[config.mk]
export PLATFORM = sky130hd
export DESIGN_NAME = rthov_cell
export DESIGN_NICKNAME = d
export VERILOG_FILES = /design/src/rtl/core/rthov_pkg.sv /design/src/rtl/core/rthov_cell.sv
export SDC_FILE = /design/constraint.sdc
export NUM_CORES = 1
export LEC_CHECK = 0
export ABC_AREA = 1
export BUFFER_PORTS_ARGS = -buffer_cell sky130_fd_sc_hd__buf_4
export CAP_MARGIN = 20
export CELL_PAD_IN_SITES_DETAIL_PLACEMENT = 0
export CELL_PAD_IN_SITES_GLOBAL_PLACEMENT = 2
export CORE_ASPECT_RATIO = 1.4
export CORE_MARGIN = 5
export CORE_UTILIZATION = 27
export DETAILED_ROUTE_END_ITERATION = 8
export MAX_ROUTING_LAYER = met4
export PLACE_DENSITY = 0.9
export SLEW_MARGIN = 20
export SYNTH_ARGS = -nofsm -noshare
export SYNTH_HDL_FRONTEND = slang
export SYNTH_SLANG_ARGS = --single-unit
[constraint.sdc]
create_clock -name clk -period 2.5 [get_ports clk]
set_input_delay 0.375 -clock clk [delete_from_list [all_inputs] [get_ports clk]]
set_output_delay 0.375 -clock clk [all_outputs]
set_load 0.01 [all_outputs]
[src/rtl/core/rthov_pkg.sv]
`timescale 1ns / 1ps
// ----------------------------------------------------------------------------
// rthov_pkg: shared types and constants of the rectangle table
// Sizes, the rectangle record, the per-cell control bundle and the codes
// of operations, result kinds and controller states.
// ----------------------------------------------------------------------------
package rthov_pkg;

	localparam int unsigned DEPTH         = 64;
	localparam int unsigned COORD_WIDTH   = 16;
	localparam int unsigned MAX_RESULTS   = 64;
	localparam int unsigned OPC_W         = 2;
	localparam int unsigned KIND_W        = 2;
	localparam int unsigned INDEX_FIELD_W = 6;
	localparam int unsigned IDX_W         = (DEPTH > 1) ? $clog2(DEPTH) : 1;
	localparam int unsigned CNT_W         = $clog2(DEPTH + 1);
	localparam int unsigned KEPT_W        = $clog2(MAX_RESULTS + 1);

	typedef logic signed [COORD_WIDTH-1:0] coord_t;

	typedef struct packed {
		coord_t l;
		coord_t t;
		coord_t r;
		coord_t b;
	} rect_t;

	// Control bundle broadcast from the controller to every cell.
	typedef struct packed {
		logic load;         // load probe, clear flag
		logic point_mode;   // probe takes the query point instead of the home entry
		logic shift_probe;  // probe ring moves one cell
		logic cmp_en;       // fold the overlap test into the flag
		logic rotate_home;  // home entries and flags move one cell toward cell 0
	} cell_ctrl_t;

	typedef enum logic [OPC_W-1:0] {
		OP_CLEAR  = 2'd0,
		OP_APPEND = 2'd1,
		OP_HIT    = 2'd2,
		OP_FILTER = 2'd3
	} opcode_t;

	typedef enum logic [KIND_W-1:0] {
		KIND_ACK  = 2'd0,
		KIND_HIT  = 2'd1,
		KIND_KEPT = 2'd2,
		KIND_NONE = 2'd3
	} kind_t;

	typedef enum logic [1:0] {
		ST_IDLE,
		ST_CMP,
		ST_SCAN,
		ST_FINISH
	} state_t;

	typedef struct packed {
		kind_t                    kind;
		logic                     status;
		logic                     found;
		logic [INDEX_FIELD_W-1:0] idx;
		rect_t                    rect;
		logic                     last;
	} result_t;

	// Low bits of a table index as carried by the result's index field.
	function automatic logic [INDEX_FIELD_W-1:0] idx_to_field(input logic [IDX_W-1:0] v);
		logic [IDX_W+INDEX_FIELD_W-1:0] wide;
		wide = {{INDEX_FIELD_W{1'b0}}, v};
		return wide[INDEX_FIELD_W-1:0];
	endfunction

endpackage

[src/rtl/core/rthov_cell.sv]
`timescale 1ns / 1ps
// ----------------------------------------------------------------------------
// rthov_cell: one table entry of the rectangle chain
// Holds a home rectangle and a traveling probe; tests the two for overlap
// (a point probe is a degenerate rectangle) and hands both to its neighbor.
// ----------------------------------------------------------------------------
module rthov_cell (
	input  logic                  clk,
	input  logic                  arst_n,
	input  rthov_pkg::cell_ctrl_t ctrl,
	input  logic                  we,
	input  rthov_pkg::rect_t      wr_rect,
	input  rthov_pkg::rect_t      point_rect,
	input  logic                  home_valid,
	input  rthov_pkg::rect_t      nbr_home,
	input  logic                  nbr_flag,
	input  rthov_pkg::rect_t      nbr_probe,
	input  logic                  nbr_probe_valid,
	output rthov_pkg::rect_t      home,
	output logic                  flag,
	output rthov_pkg::rect_t      probe,
	output logic                  probe_valid
);

	rthov_pkg::rect_t home_q;
	rthov_pkg::rect_t probe_q;
	logic             flag_q;
	logic             probe_valid_q;
	logic             overlap;

	// Inclusive bounds: touching edges count as overlap.
	assign overlap = !((home_q.l > probe_q.r) || (home_q.r < probe_q.l) ||
	                   (home_q.t > probe_q.b) || (home_q.b < probe_q.t));

	always_ff @(posedge clk) begin
		if (we) begin
			home_q <= wr_rect;
		end else if (ctrl.rotate_home) begin
			home_q <= nbr_home;
		end
		if (ctrl.load) begin
			probe_q <= ctrl.point_mode ? point_rect : home_q;
		end else if (ctrl.shift_probe) begin
			probe_q <= nbr_probe;
		end
	end

	always_ff @(posedge clk or negedge arst_n) begin
		if (!arst_n) begin
			flag_q        <= 1'b0;
			probe_valid_q <= 1'b0;
		end else begin
			if (ctrl.load) begin
				flag_q        <= 1'b0;
				probe_valid_q <= ctrl.point_mode | home_valid;
			end else begin
				if (ctrl.cmp_en) begin
					flag_q <= flag_q | (home_valid & probe_valid_q & overlap);
				end else if (ctrl.rotate_home) begin
					flag_q <= nbr_flag;
				end
				if (ctrl.shift_probe) begin
					probe_valid_q <= nbr_probe_valid;
				end
			end
		end
	end

	assign home        = home_q;
	assign flag        = flag_q;
	assign probe       = probe_q;
	assign probe_valid = probe_valid_q;

endmodule

==> results.md <==
- Power Dens Cells: 615.3 nW/um2
- Drt pass-1 iters: 5
- Die footprint: 32,070 um2
- Cell with the most instances after synthesis: nand2_1
- Slew @ Worst Pin: ~1.0 ns
- Tot Pwr: about 0.0072 W
- IR drop worst, VDD: around 0.00044 V
- Hold Crit Class: in -> reg
- Area contributors post-synth: edfxtp_1 (50%), nand2_1 (16%), ha_1 (10%)
- Syn nets: approximately 1.3k
- Initial antenna violation count: 1
- Grt total ovfl: 0
- Die X: 152.8 um
- Setup total negative slack: 0 ns
- Fillers: around 3k
- Finished Core Util: 0.4143
- Root buf cell: clkbuf_16
- Setup repair bufs after CTS: 0
- Drt wl/cell: between 15 and 20 um
- Yosys top cell area share: 0.4987
- Cell area after layout: about 12,000 um2
- Num Clock Sinks: 130
- Crit end category: register
- Fmax: 0.5224 GHz
- Post-Syn Instances: just over 900
- Die Y: ~210 um
- Clock slew at reported path FFs: 0.07 ns
- CTS H-tree depth: 4
- Largest net degree at the start of global routing: 66
- Via count: just under 8k
- Clock latency on the worst-skew pair: ~0.43 ns
- CTS tree: done
- Final Max Slew Viols: 0
- Top FF cell, synth: edfxtp_1
- Yosys cell types: 28
- 1st-iter DRT viols: just over 400
- Placed Area: 11,140 um2
- Period utilisation layout: 0.7658
- RD Place Congestion: ~0.84
- Share of layout cells above drive strength 1: 0.3366
- Hold_ws: roughly 0.21 ns
- DPL Wire Length: about 25 mm
- Critical path class: reg -> reg
- Static Leak: just under 6 nW
- Synth warnings: 0
- Area growth, synth to finish: 52.21%
- PortBufs: slightly below 400
- Post-Route WL: ~32 mm
- EDFF count, synth: around 130
- Synth Cell Area: ~7700 um2
- RSZ-0062 raised after global routing: false
- Worst slew margin: 0.3055
- Post-synth top area cell: edfxtp_1
- Outcome: finished, final reports clean
- Row count: 73
- Clk buf depth: 2
- Vias in the first global route: between 7k and 8k
- Startpoint Class: register
- Synth Register Bits: 130
- CTS buffer count: 17
- Mean Syn Cell Area: about 8.4 um2
- Worst-path fanout max: 4
- Starting Density: 0.2722
- Synth async-reset ratio: 0.01538
- Critical Path RT: 2.83 ns
- Skew final: ~0.0089 ns
- # setup viols final: 0
- # IOs: ~400
- Layout Nets: 1,641
- Final min period: roughly 1.9 ns
- ANT nets after route: 0
- Max_cap viols: 0
- Arrival @ worst endpoint: between 2 and 2.5 ns
- Vias per cell: between 4 and 5
- Core area: about 28,000 um2
- Synth cell count leaders: nand2_1 (329), edfxtp_1 (128), o21ai_0 (127), inv_1 (87), nor2_1 (79)
- DRC viols: 0
- Post-synthesis sequential area ratio: 0.5052
- Gr usage total: 0.1993
- Global-route wire length before repair: between 40 and 50 mm
- Hold Fails Final Rpt: 0
[cell usage in the layout, fill, tap and decap left out, drive strengths merged, types with 4 or more instances in the layout]
cell type and n:
clkbuf 18, o21ai 133, inv 90, edfxtp 128, buf 409, nand3 15
clkinv 8, nand2 330, nor2 80, nor3 4, ha 62, a21oi 27
[sequential cells by signal, summed over array words and instances (netlist names)]
| signal | flops |
|---|---|
| home | 64 |
| flag | 1 |
| probe_valid | 1 |
| probe | 64 |
[routing by layer]
layer,wire (um),track usage,vias up
li1,-,-,3818
met2,17140,0.3549,307
met3,1971,0.04435,38
met5,0,-,-
met4,863,0.07070,0
met1,12260,0.2188,3519
[area by class of cell]
type | instances | area (um2) | area share
flip-flops and latches | 130 | 3894 | 0.3319
well taps | 375 | 469.2 | 0.04000
multi-input cells | 663 | 3323 | 0.2833
repair buffers | 410 | 3131 | 0.2669
clock buffers | 18 | 429.2 | 0.03658
diodes | 1 | 2.502 | 0.0002133
clock inverters | 14 | 145.1 | 0.01237
inverters | 90 | 337.8 | 0.02880
[power by group]
group	switching (W)	internal (W)	total (W)	leakage [nW]
Combinational	0.000915	0.000868	0.00178	4.23
Sequential	0.000205	0.00268	0.00289	1.34
Clock	0.00100	0.00154	0.00255	0.271
[cell families after synthesis]
group / count (synthesis) / synth area share
DFF: 130 / 0.5052
adders and majority gates: 62 / 0.1006
AOI/OAI and AO/OA: 167 / 0.1109
xor gates and xnor gates: 1 / 0.001137
buffers and inverters: 130 / 0.06428
and+or+nand+nor: 433 / 0.2179
[critical path, stage by stage (launching register included)]
cell	delay, ns
edfxtp_1	0.47
ha_1	0.42
a21o_1	0.23
nor3_1	0.26
nand2_1	0.10
xnor2_1	0.13
nand2_1	0.07
nand2_1	0.04
nand2_1	0.05
nand2_1	0.04
[what timing repair did]
item                                   in CTS  in global routing
hold buffers                                1                  0
endpoints found under the hold margin       2                  0
resized for setup                           0                  0
[worst paths after layout]
check | startpoint | endpoint | slack, ns | cells after the start
max | home[15] | flag | 0.59 | 9
min | ctrl[0] | flag | 0.21 | 4
max reg2reg | home[15] | flag | 0.59 | 9
min reg2reg | flag | flag | 0.55 | 2
max in group asynchronous | arst_n | flag | 2.11 | 2
min in group asynchronous | arst_n | probe_valid | 0.28 | 2
[metrics by stage]
step | instances | setup WS (ns)
2_1_floorplan | 923 | 0.6016
3_3_place_gp | 1667 | 0.5077
3_5_place_dp | 1667 | 0.5052
4_1_cts | 1700 | 0.5254
5_1_grt | 1701 | 0.3320
6_report | 1701 | 0.5856
(Power assumes the default switching activity.)
